### config.mk
export PLATFORM = sky130hd
export DESIGN_NAME = gfel_ctrl
export DESIGN_NICKNAME = d
export VERILOG_FILES = /design/src/rtl/gfel_pkg.sv /design/src/rtl/gfel_ctrl.sv
export SDC_FILE = /design/constraint.sdc
export NUM_CORES = 1
export LEC_CHECK = 0
export BUFFER_PORTS_ARGS = -buffer_cell sky130_fd_sc_hd__buf_2
export CAP_MARGIN = 20
export CORE_AREA = 2 2 39 41
export CTS_BUF_LIST = sky130_fd_sc_hd__clkbuf_4
export DETAILED_ROUTE_END_ITERATION = 8
export DIE_AREA = 0 0 41 43
export PLACE_DENSITY_LB_ADDON = 0.08
export SETUP_SLACK_MARGIN = 0.3
export SLEW_MARGIN = 25
export SYNTH_ARGS = -nofsm -noshare
export SYNTH_HDL_FRONTEND = slang
export SYNTH_SLANG_ARGS = --single-unit
### constraint.sdc
create_clock -name clk -period 2.9 [get_ports clk]
set_input_delay 0.435 -clock clk [delete_from_list [all_inputs] [get_ports clk]]
set_output_delay 0.435 -clock clk [all_outputs]
set_load 0.05 [all_outputs]
### src/rtl/gfel_pkg.sv
// ----------------------------------------------------------------------------
// gfel_pkg
// Shared types and constants for the GF(2^m) antilog/log table engine.
// ----------------------------------------------------------------------------
package gfel_pkg;

	localparam int MAX_DEGREE_DEF = 8;

	localparam int OP_W     = 2;
	localparam int EXP_W    = 16;
	localparam int ELEM_W   = 8;
	localparam int LOG_W    = 9;
	localparam int STATUS_W = 2;
	localparam int DEG_W    = 4;
	localparam int POLY_W   = 8;
	localparam int CFG_IDX_W  = 1;
	localparam int CFG_DATA_W = 8;

	localparam logic [DEG_W-1:0]  DEGREE_RESET = 4'd8;
	localparam logic [POLY_W-1:0] POLY_RESET   = 8'd29;

	localparam logic [CFG_IDX_W-1:0] REG_DEGREE = 1'b0;
	localparam logic [CFG_IDX_W-1:0] REG_POLY   = 1'b1;

	localparam logic [STATUS_W-1:0] ST_OK            = 2'd0;
	localparam logic [STATUS_W-1:0] ST_NOT_PRIMITIVE = 2'd1;
	localparam logic [STATUS_W-1:0] ST_STEP_RANGE    = 2'd2;
	localparam logic [STATUS_W-1:0] ST_NOT_BUILT     = 2'd3;

	// log of the zero element
	localparam logic [LOG_W-1:0] LOG_ZERO = 9'h1FF;

	typedef enum logic [OP_W-1:0] {
		OP_BUILD   = 2'd0,
		OP_ANTILOG = 2'd1,
		OP_LOG     = 2'd2,
		OP_POWER   = 2'd3
	} op_t;

	typedef struct packed {
		logic capture;
		logic build_step;
		logic mul_load;
		logic fold_step;
		logic al_from_fold;
		logic finish;
	} cmd_t;

	typedef struct packed {
		logic tables_valid;
		op_t  op;
		logic build_last;
		logic elem_zero;
		logic fold_done;
	} stat_t;

endpackage

### src/rtl/gfel_ctrl.sv
// ----------------------------------------------------------------------------
// gfel_ctrl
// Sequencer: steps each item through build, lookup or power phases.
// ----------------------------------------------------------------------------
module gfel_ctrl (
	input  logic                          clk,
	input  logic                          arst_n,
	input  logic                          start,
	input  logic [gfel_pkg::OP_W-1:0]     op,
	input  gfel_pkg::stat_t               stat,
	output gfel_pkg::cmd_t                cmd,
	output logic                          busy,
	output logic                          done
);
	import gfel_pkg::*;

	typedef enum logic [5:0] {
		S_IDLE  = 6'b000001,
		S_BUILD = 6'b000010,
		S_READ  = 6'b000100,
		S_MUL   = 6'b001000,
		S_FOLD  = 6'b010000,
		S_DONE  = 6'b100000
	} state_t;

	state_t state_q, state_d;

	always_ff @(posedge clk or negedge arst_n) begin
		if (!arst_n) begin
			state_q <= S_IDLE;
		end else begin
			state_q <= state_d;
		end
	end

	always_comb begin
		state_d = state_q;
		cmd     = '0;
		unique case (state_q)
			S_IDLE: begin
				if (start) begin
					cmd.capture = 1'b1;
					if (op_t'(op) == OP_BUILD) begin
						state_d = S_BUILD;
					end else if (!stat.tables_valid) begin
						state_d = S_DONE;
					end else begin
						state_d = S_READ;
					end
				end
			end
			S_BUILD: begin
				cmd.build_step = 1'b1;
				if (stat.build_last) begin
					state_d = S_DONE;
				end
			end
			S_READ: begin
				if (stat.op == OP_POWER && !stat.elem_zero) begin
					state_d = S_MUL;
				end else begin
					state_d = S_DONE;
				end
			end
			S_MUL: begin
				cmd.mul_load = 1'b1;
				state_d      = S_FOLD;
			end
			S_FOLD: begin
				if (stat.fold_done) begin
					cmd.al_from_fold = 1'b1;
					state_d          = S_DONE;
				end else begin
					cmd.fold_step = 1'b1;
				end
			end
			S_DONE: begin
				cmd.finish = 1'b1;
				state_d    = S_IDLE;
			end
			default: begin
				state_d = S_IDLE;
			end
		endcase
	end

	assign busy = (state_q != S_IDLE);
	assign done = (state_q == S_DONE);

endmodule

==> results_dict.tcl <==
set metrics [dict create \
    met3_length_um 31 \
    synth.most_common_cell "sky130_fd_sc_hd__nor2_1" \
    power_per_cell_area_nw_per_um2 787 \
    die_width_um 41 \
    netlist-cell-type-count 29 \
    clk_transition_reported_paths_ns 0.05 \
    worst-setup-path-type "register to primary output" \
    gr-total-overflow 0 \
    worst_hold_path.num_cells 2 \
    setup.worst_path.start "state_q[3]" \
    floorplan.die_area_um2 1760 \
    irDropWorstVdd_mv 0.303 \
    post-route-util_pct 41.0 \
    r2r_start "state_q[3]" \
    register_to_register_setup_slack_ns 1.33 \
    critical_path.endpoint_type "primary output" \
    portion_of_synthesized_cell_area_occupied_by_the_leading_cell_type_pct 28.2 \
    cts.repair.resized 0 \
    place_hpwl_um 739 \
    route.top_layer_used "met3" \
    clock_skew_after_layout_ns 0.00551 \
    clock_sinks 6 \
    root_buffer "sky130_fd_sc_hd__clkbuf_4" \
    slew_violations 0 \
    rsz0062_at_grt "no" \
    postSynthCellCount 50 \
    antenna_found_initial 0 \
    fin_setup_tns_ns 0 \
    worst_setup_slack_before_clock_tree_synthesis_ns 0.955 \
    largest-register "state_q" \
    antennaDiodeCount 0 \
    clkLatencyLatePin_ns 0.24 \
    synthTopCellsByCount "sky130_fd_sc_hd__nor2_1, sky130_fd_sc_hd__dfrtp_1, sky130_fd_sc_hd__inv_1, sky130_fd_sc_hd__nand3b_1, sky130_fd_sc_hd__nor3_1" \
    synthFlopType "sky130_fd_sc_hd__dfrtp_1" \
    tightest_slew_ns 0.371 \
    fin_nets 82 \
    synth-edff-count 0 \
    outcome "completed" \
    drt_pass1_iterations 4 \
    placementRows 14 \
    tritoncts_clock_tree "built" \
    hold_path_end "state_q[1]" \
    drv.max_cap_violation_count 0 \
    port-buffer-count 18 \
    setup_repair_bufs_after_cts 0 \
    slowest_stage "sky130_fd_sc_hd__dfrtp_1" \
    post_route_cells_drive_above_1_share_pct 40.0 \
    cp_max_fo 8 \
    die_y_um 43 \
    cts-buffers-inserted 3 \
    slew_headroom_pct 75.1 \
    synthArstFlopShare_pct 100 \
    flip_flop_count_of_the_largest_register_all_copies_and_words_added 6 \
    timing.rr.end "state_q[5]" \
    core-area_um2 1380 \
    htree_levels 1 \
    hold_path.class "primary input to register" \
    boundaryPins 19 \
    yosysWarningCount 0 \
    crit_required_ns 2.47 \
    synth.yosys.seq_area_share_pct 34.2 \
    critical_path.startpoint_type "register" \
    first_iter_violations 11 \
    rr_worst_depth 4 \
    ys_ff_latch 6 \
    setup_slack_ns 0.701 \
    routed_len_inst_um 10.8 \
    post-route-period-util_pct 75.8 \
    route.final.wire_length_um 927 \
    hold_viol 0 \
    final_antenna_net_count 0 \
    wl_met2_um 471 \
    synth_area_per_cell_um2 8.86 \
    power_leakage_nw 0.299 \
    min-delay-start "stat[2]" \
    globalRouteTotalUtil_pct 11.6 \
    number_of_vias_after_detailed_routing 425 \
    fin_crit_ns 2.20 \
    fmaxAchievable_ghz 0.455 \
    wirelength_met1_um 424 \
    reg.largest.list "state_q x6" \
    path_cells "nor4_2 -> nand3b_1 -> or2_1 -> inv_1 -> buf_2" \
    floorplan.initialDensity_pct 32.0 \
    first_global_vias 344 \
    synthTopCellsByArea "sky130_fd_sc_hd__dfrtp_1, sky130_fd_sc_hd__nand3b_1, sky130_fd_sc_hd__dfstp_2" \
    route.detailed.vias_per_inst 4.94 \
    post-synth-top-area-cell "sky130_fd_sc_hd__dfrtp_1" \
    critPathMaxStageDelay_ns 0.46 \
    post_synth_instance_area_um2 443 \
    routabilityCongestion 0.724 \
    area_growth_syn_to_layout_pct 28.2 \
    grt_max_degree 13 \
    grt_first_pass_wirelength_mm 1.35 \
    critical-path-top-delay-family "simple AND/OR/NAND/NOR gates" \
    cts.path.max_buffers 2 \
    holdBufCountCts 1 \
    detail_route.drc_violations 0 \
    syn_nets 61 \
    setup_violations 0 \
    worst_ep_arrival_time_ns 1.76 \
    critical_path_cell_count 5 \
    cp_num_buf_inv 2 \
]
-- per-layer routing --
layer / GRT usage (%) / vias up
met5: 0 / -
met4: 8.00 / 0
met3: 1.57 / 0
met2: 17.2 / 7
met1: 14.7 / 200
li1: - / 218
-- per-stage QoR --
stage	power (W)	hold slack, ns	instances	cell area (um2)
global placement	0.000361	0.263	81	528
detailed placement	0.000357	0.260	81	528
CTS	0.000453	0.383	86	568
finish	0.000447	0.391	86	568
global route	0.000477	0.383	86	568
floorplan	0.000312	0.139	50	448
-- cells by family after synthesis --
logic type	after synthesis	share of synthesized area (%)
simple gates	27	37.9
compound gates	9	15.8
buf+inv	7	10.2
flops	6	34.2
xor+xnor	1	1.98
-- worst max-delay path by stage --
stage          slack [ns]     end
2_1_floorplan        0.51  cmd[5]
3_5_place_dp         0.95  cmd[5]
5_1_grt              0.55  cmd[5]
4_1_cts              0.69  cmd[5]
3_3_place_gp         0.97  cmd[5]
6_report             0.70  cmd[5]
-- cell usage in the layout, fill, tap and decap left out, types with 2 or more instances in the layout --
master                     instances
sky130_fd_sc_hd__dfrtp_1           5
sky130_fd_sc_hd__nand2_1           2
sky130_fd_sc_hd__o21ai_0           2
sky130_fd_sc_hd__clkbuf_4          4
sky130_fd_sc_hd__inv_1             4
sky130_fd_sc_hd__nor2_1            6
sky130_fd_sc_hd__nor2b_1           2
sky130_fd_sc_hd__buf_2            18
sky130_fd_sc_hd__nor3_1            2
sky130_fd_sc_hd__nand3b_1          4
sky130_fd_sc_hd__nor3_2            2
-- final cells by class --
class                      count  area, um2
tap                           16       20.0
timing repair buffer          19        100
multi-input combinational     37        251
inverter                       4       15.0
clock buffer                   4       30.0
fill                         144        816
sequential                     6        151
-- power by group --
group          switching (W)  internal (W)  total (W)
sequential         0.0000308      0.000106   0.000137
combinational       0.000145     0.0000744   0.000220
clock              0.0000293     0.0000614  0.0000907
No activity file was read; power rests on OpenSTA's default activity.
