<file path="src/rtl/gfel_pkg.sv">
// ----------------------------------------------------------------------------
// gfel_pkg
// Shared types and constants for the GF(2^m) antilog/log table engine.
// ----------------------------------------------------------------------------
package gfel_pkg;

	localparam int MAX_DEGREE_DEF = 8;

	localparam int OP_W     = 2;
	localparam int EXP_W    = 16;
	localparam int ELEM_W   = 8;
	localparam int LOG_W    = 9;
	localparam int STATUS_W = 2;
	localparam int DEG_W    = 4;
	localparam int POLY_W   = 8;
	localparam int CFG_IDX_W  = 1;
	localparam int CFG_DATA_W = 8;

	localparam logic [DEG_W-1:0]  DEGREE_RESET = 4'd8;
	localparam logic [POLY_W-1:0] POLY_RESET   = 8'd29;

	localparam logic [CFG_IDX_W-1:0] REG_DEGREE = 1'b0;
	localparam logic [CFG_IDX_W-1:0] REG_POLY   = 1'b1;

	localparam logic [STATUS_W-1:0] ST_OK            = 2'd0;
	localparam logic [STATUS_W-1:0] ST_NOT_PRIMITIVE = 2'd1;
	localparam logic [STATUS_W-1:0] ST_STEP_RANGE    = 2'd2;
	localparam logic [STATUS_W-1:0] ST_NOT_BUILT     = 2'd3;

	// log of the zero element
	localparam logic [LOG_W-1:0] LOG_ZERO = 9'h1FF;

	typedef enum logic [OP_W-1:0] {
		OP_BUILD   = 2'd0,
		OP_ANTILOG = 2'd1,
		OP_LOG     = 2'd2,
		OP_POWER   = 2'd3
	} op_t;

	typedef struct packed {
		logic capture;
		logic build_step;
		logic mul_load;
		logic fold_step;
		logic al_from_fold;
		logic finish;
	} cmd_t;

	typedef struct packed {
		logic tables_valid;
		op_t  op;
		logic build_last;
		logic elem_zero;
		logic fold_done;
	} stat_t;

endpackage

</file>
<file path="src/rtl/gfel_dp.sv">
// ----------------------------------------------------------------------------
// gfel_dp
// Datapath: field registers, antilog/log stores, power walk, multiply and
// mod (2^m - 1) fold, result selection.
// ----------------------------------------------------------------------------
module gfel_dp #(
	parameter int MAX_DEGREE = gfel_pkg::MAX_DEGREE_DEF
) (
	input  logic                              clk,
	input  logic                              arst_n,
	input  logic                              cfg_we,
	input  logic [gfel_pkg::CFG_IDX_W-1:0]    cfg_index,
	input  logic [gfel_pkg::CFG_DATA_W-1:0]   cfg_data,
	input  logic [gfel_pkg::OP_W-1:0]         op,
	input  logic [gfel_pkg::EXP_W-1:0]        exponent,
	input  logic [gfel_pkg::ELEM_W-1:0]       element,
	input  gfel_pkg::cmd_t                    cmd,
	output gfel_pkg::stat_t                   stat,
	output logic [gfel_pkg::ELEM_W-1:0]       element_out,
	output logic signed [gfel_pkg::LOG_W-1:0] log_out,
	output logic [gfel_pkg::STATUS_W-1:0]     status
);
	import gfel_pkg::*;

	localparam int W     = MAX_DEGREE;
	localparam int DEPTH = 1 << W;
	localparam int DW    = $clog2(MAX_DEGREE + 1);
	localparam int PW    = W + EXP_W;

	logic [DEG_W-1:0]  degree_q;
	logic [POLY_W-1:0] poly_q;
	logic              tables_valid_q;

	op_t             op_q;
	logic [EXP_W-1:0] expo_q;
	logic [W-1:0]    elem_q;
	logic [W-1:0]    cur_q;
	logic [W-1:0]    i_q;
	logic [PW-1:0]   x_q;
	logic [W-1:0]    al_rd_q;
	logic [W-1:0]    lg_rd_q;

	logic [W-1:0] antilog_mem [DEPTH];
	logic [W-1:0] log_mem     [DEPTH];

	logic [DW-1:0] m;
	logic [W-1:0]  mask;
	logic [W-1:0]  poly;
	logic          top_bit;
	logic [W-1:0]  shifted;
	logic [W-1:0]  cur_next;
	logic [W-1:0]  elem_m;
	logic          elem_zero;
	logic [PW-1:0] prod;
	logic [PW-1:0] x_hi;
	logic [PW-1:0] fold_sum;
	logic [W-1:0]  s;
	logic [W-1:0]  al_addr;

	// degree clamped to 2..MAX_DEGREE
	always_comb begin
		if (int'(degree_q) < 2) begin
			m = DW'(2);
		end else if (int'(degree_q) > MAX_DEGREE) begin
			m = DW'(MAX_DEGREE);
		end else begin
			m = DW'(degree_q);
		end
	end

	assign mask     = ~({W{1'b1}} << m);
	assign poly     = W'(poly_q) & mask;
	// x^(m-1) coefficient picked out by the top bit of the mask
	assign top_bit  = |(cur_q & mask & ~(mask >> 1));
	assign shifted  = (cur_q << 1) & mask;
	assign cur_next = top_bit ? (shifted ^ poly) : shifted;

	assign elem_m    = elem_q & mask;
	assign elem_zero = (elem_m == '0);

	assign prod     = {{EXP_W{1'b0}}, lg_rd_q} * {{W{1'b0}}, expo_q};
	// x mod (2^m - 1): fold the high part onto the low m bits
	assign x_hi     = x_q >> m;
	assign fold_sum = (x_q & PW'(mask)) + x_hi;
	assign s        = (x_q[W-1:0] == mask) ? '0 : x_q[W-1:0];
	assign al_addr  = cmd.al_from_fold ? s : expo_q[W-1:0];

	always_ff @(posedge clk or negedge arst_n) begin
		if (!arst_n) begin
			degree_q       <= DEGREE_RESET;
			poly_q         <= POLY_RESET;
			tables_valid_q <= 1'b0;
		end else begin
			if (cfg_we) begin
				tables_valid_q <= 1'b0;
				case (cfg_index)
					REG_DEGREE: degree_q <= cfg_data[DEG_W-1:0];
					REG_POLY:   poly_q   <= cfg_data;
					default: ;
				endcase
			end else if (cmd.finish && op_q == OP_BUILD) begin
				tables_valid_q <= (cur_q == W'(1));
			end
		end
	end

	always_ff @(posedge clk) begin
		if (cmd.capture) begin
			op_q   <= op_t'(op);
			expo_q <= exponent;
			elem_q <= W'(element);
			cur_q  <= W'(1);
			i_q    <= '0;
		end else if (cmd.build_step) begin
			cur_q <= cur_next;
			i_q   <= i_q + W'(1);
		end
		if (cmd.mul_load) begin
			x_q <= prod;
		end else if (cmd.fold_step) begin
			x_q <= fold_sum;
		end
	end

	always_ff @(posedge clk) begin
		if (cmd.build_step) begin
			antilog_mem[i_q] <= cur_q;
		end
		al_rd_q <= antilog_mem[al_addr];
	end

	always_ff @(posedge clk) begin
		if (cmd.build_step) begin
			log_mem[cur_q] <= i_q;
		end
		lg_rd_q <= log_mem[elem_m];
	end

	always_comb begin
		stat.tables_valid = tables_valid_q;
		stat.op           = op_q;
		stat.build_last   = (i_q == mask - W'(1));
		stat.elem_zero    = elem_zero;
		stat.fold_done    = (x_hi == '0);
	end

	always_comb begin
		element_out = '0;
		log_out     = '0;
		status      = ST_OK;
		if (op_q == OP_BUILD) begin
			status = (cur_q == W'(1)) ? ST_OK : ST_NOT_PRIMITIVE;
		end else if (!tables_valid_q) begin
			status = ST_NOT_BUILT;
		end else begin
			case (op_q)
				OP_ANTILOG: begin
					if (32'(expo_q) >= 32'(mask)) begin
						status = ST_STEP_RANGE;
					end else begin
						element_out = ELEM_W'(al_rd_q);
					end
				end
				OP_LOG: begin
					log_out = elem_zero ? LOG_ZERO : LOG_W'(lg_rd_q);
				end
				OP_POWER: begin
					if (!elem_zero) begin
						element_out = ELEM_W'(al_rd_q);
					end
				end
				default: ;
			endcase
		end
	end

endmodule

</file>
<file path="config.mk">
export PLATFORM = sky130hd
export DESIGN_NAME = gfel_dp
export DESIGN_NICKNAME = d
export VERILOG_FILES = /design/src/rtl/gfel_pkg.sv /design/src/rtl/gfel_dp.sv
export SDC_FILE = /design/constraint.sdc
export NUM_CORES = 2
export LEC_CHECK = 0
export BUFFER_PORTS_ARGS = -buffer_cell sky130_fd_sc_hd__buf_2
export CAP_MARGIN = 20
export CORE_UTILIZATION = 59
export DETAILED_ROUTE_END_ITERATION = 8
export PLACE_DENSITY = 0.75
export SETUP_SLACK_MARGIN = 0.05
export SKIP_CTS_REPAIR_TIMING = 1
export SYNTH_ARGS = -nofsm -noshare
export SYNTH_HDL_FRONTEND = slang
export SYNTH_SLANG_ARGS = --single-unit
</file>
<file path="constraint.sdc">
create_clock -name clk -period 7.15 [get_ports clk]
set_input_delay 0.715 -clock clk [delete_from_list [all_inputs] [get_ports clk]]
set_output_delay 0.715 -clock clk [all_outputs]
set_load 0.02 [all_outputs]
</file>
==> summary.md <==
| Metric | Value |
|---|---|
| Status | `finished, violations left` |
| Failing checks | `hold timing` |
| Final Non-Filler Cells | `14500` |
| Vias in the first global route | `97500` |
| Synth async-reset ratio | `0.310%` |
| Total power | `61000 uW` |
| Root Driver | `clkbuf_16` |
| Drt initial violations | `16000` |
| Inserted Clock Buffers | `401` |
| CP Max Fanout | `45` |
| CP Capture Type | `register` |
| Largest net degree at the start of global routing | `258` |
| RSZ-0062 raised after global routing | `false` |
| Delay-heaviest family, CP | `simple AND/OR/NAND/NOR gates` |
| Post-route setup slack | `0.540 ns` |
| Post-synth EDFFs | `4146` |
| Die H | `539 microns` |
| Cell count after synthesis | `10300` |
| Most used DFF post-synth | `edfxtp_1` |
| Synthesis Warnings | `0` |
| Crit path cell chain | `or2_1 > inv_6 > nand2_4 > ha_1 > nor4_2 > a21oi_1 > nor2_4 > buf_12 > buf_4 > nand2_1 > a32oi_1 > nand3_1 > o21ai_0 > nor3_1 > a2111oi_0` |
| Period utilization | `92.4%` |
| Dpl cells | `13700` |
| Clock-pin slew on the worst setup and hold paths | `0.06 ns` |
| Worst Tran Pin Value | `1.38 ns` |
| Most frequent cells in the layout | `4146 x edfxtp_1, 1531 x nand2_1, 620 x mux4_2, 599 x nor2_1, 479 x nand3_1` |
| Die width | `539 microns` |
| Worst Path Required | `8.01 ns` |
| Arrival time at the worst endpoint | `7.47 ns` |
| Max-slew violations | `0` |
| Gpl congestion | `0.953` |
| Die area | `290000 sq um` |
| Dpl ws | `0.830 ns` |
| GRT Total Usage | `32.8%` |
| Maximum clock rate | `151 MHz` |
| CTS sink count | `4191` |
| Skew final | `0.0858 ns` |
| Antenna violations before repair | `24` |
| CP max-delay cell | `nor4_2` |
| Endpoints failing hold | `1` |
| Final worst path period need | `6.61 ns` |
| H-tree levels | `5` |
| CORE AREA | `286000 sq um` |
| Max VDD drop | `0.000487 V` |
| Pwr/cell area | `325 nW/um^2` |
| Initial core utilization | `59.4%` |
| Area Growth Syn to Fin | `10.6%` |
| Grt ovf | `0` |
| Routed Wire Length | `480 mm` |
| Worst skew pair latency | `0.99 ns` |
| Ports | `69` |
| Worst hold-check path type | `input port to register` |
| WP buf/inv | `3` |
| Total number of vias | `99700` |
| Synth cell types | `90` |
| Crit path kind | `register to register` |
| Post-DRT Antenna Nets | `0` |
| WL/cell | `33.1 microns` |
| CTS tree | `built` |
| Nets@finish | `10600` |
| CTS Buffer Depth | `4` |
| Max cap viols | `0` |
| DRC errors left | `0` |
| Site Rows | `196` |
| Setup TNS | `0 ns` |
| Relative slew slack | `7.67%` |
| DR pass1 iterations | `7` |
| Final setup violation count | `0` |
| Yosys reg bits | `4191` |
| Hold Slack | `-0.00738 ns` |
| Synthesized area | `170000 sq um` |
| PortBufs | `68` |
| Syn avg cell area | `16.5 sq um` |
| Vias/cell | `6.87` |
| Commonest non-fill, non-tap cell in the layout | `edfxtp_1` |
| Leakage | `0.0634 uW` |
| Sequential area share after synthesis | `73.9%` |
| Detailed Place HPWL | `286 mm` |
| First-pass GRT wire length | `687 mm` |
| Critical path's largest stage delay | `0.88 ns` |
| Share of cells above drive strength 1 | `14.8%` |
| CP startpoint kind | `register` |
## cell usage after synthesis, types with 37 or more instances
master	instances	area, sq um
mux2i_1	288	2880
a21oi_1	151	756
a32oi_1	69	604
fa_1	85	1700
nor4_1	50	313
and2_1	121	757
buf_1	75	282
inv_1	118	443
o21ai_0	124	621
and3_1	138	863
nand3_1	495	2480
a211oi_1	129	968
mux4_2	620	14000
o22ai_1	112	701
nor2_1	605	2270
nand2_1	1536	5770
ha_1	73	913
nand4_1	87	544
clkbuf_1	366	1370
edfxtp_1	4146	124000
a31oi_1	204	1280
buf_2	136	681
nor3_1	39	195
xnor2_1	37	324
## layout make-up
type | instances | area (sq um)
timing repair buffer | 352 | 3100
clock inverter | 210 | 1890
tap | 3762 | 4710
inverter | 122 | 465
antenna | 17 | 42.5
multi-input combinational | 5341 | 41400
sequential | 4191 | 126000
fill | 18400 | 97900
clock buffer | 516 | 10700
## cell families (layout without fill, tap and decap cells)
kind of cell	count (synthesis)	count (layout)	synth area share (%)
flip-flops	4191	4191	73.9
AND/OR/NAND/NOR	3170	3170	8.19
AO/OA/AOI/OAI	1030	1030	4.10
multiplexers	925	925	10.1
buffers and inverters	752	1200	1.94
adder cells (fa/ha/maj)	158	158	1.54
XOR/XNOR	52	52	0.268
other	2	23	0.00442
## where the power goes
group | leakage [uW] | switching (uW) | total [uW] | internal (uW)
Sequential | 0.0408 | 453 | 27600 | 27100
Combinational | 0.0164 | 8200 | 12700 | 4540
Clock | 0.00612 | 9180 | 20700 | 11500
## sequential cells by signal, indices dropped and copies added, names as in the netlist, 2 cells and up
register     flops
expo_q          16
poly_q           8
al_rd_q          8
log_mem       2048
i_q              8
degree_q         4
antilog_mem   2048
x_q             24
elem_q           8
lg_rd_q          8
op_q             2
cur_q            8
## worst paths after layout
path | from | end | slack (ns) | cells past startpoint
setup / recovery | degree_q[3]$_DFFE_PN1P_ | al_rd_q[5]$_DFF_P_ | 0.54 | 15
hold / removal | cfg_data[5] | poly_q[5]$_DFFE_PN0P_ | -0.007 | 2
setup reg to reg | degree_q[3]$_DFFE_PN1P_ | al_rd_q[5]$_DFF_P_ | 0.54 | 15
hold reg to reg | poly_q[0]$_DFFE_PN1P_ | cur_q[0]$_SDFFE_PP1P_ | 0.53 | 2
max in group asynchronous | arst_n | degree_q[3]$_DFFE_PN1P_ | 6.64 | 2
min in group asynchronous | arst_n | poly_q[7]$_DFFE_PN0P_ | 0.22 | 2
## metrics by stage
stage | utilization (%) | area [sq um]
floorplan | - | 170000
global placement | 61.2 | 175000
detailed placement | 61.2 | 175000
CTS | 65.6 | 187000
global route | 65.7 | 188000
finish | 65.7 | 188000
## per-layer routing
layer,wire length [microns],GRT usage (%),vias up,part of all wire (%)
met2,222000,50.4,7618,46
li1,-,-,40400,-
met5,207,0,-,0.043
met3,60900,7.76,1584,13
met4,32800,19.2,24,6.8
met1,164000,43.2,50100,34
No activity file was read; power rests on OpenSTA's default activity.
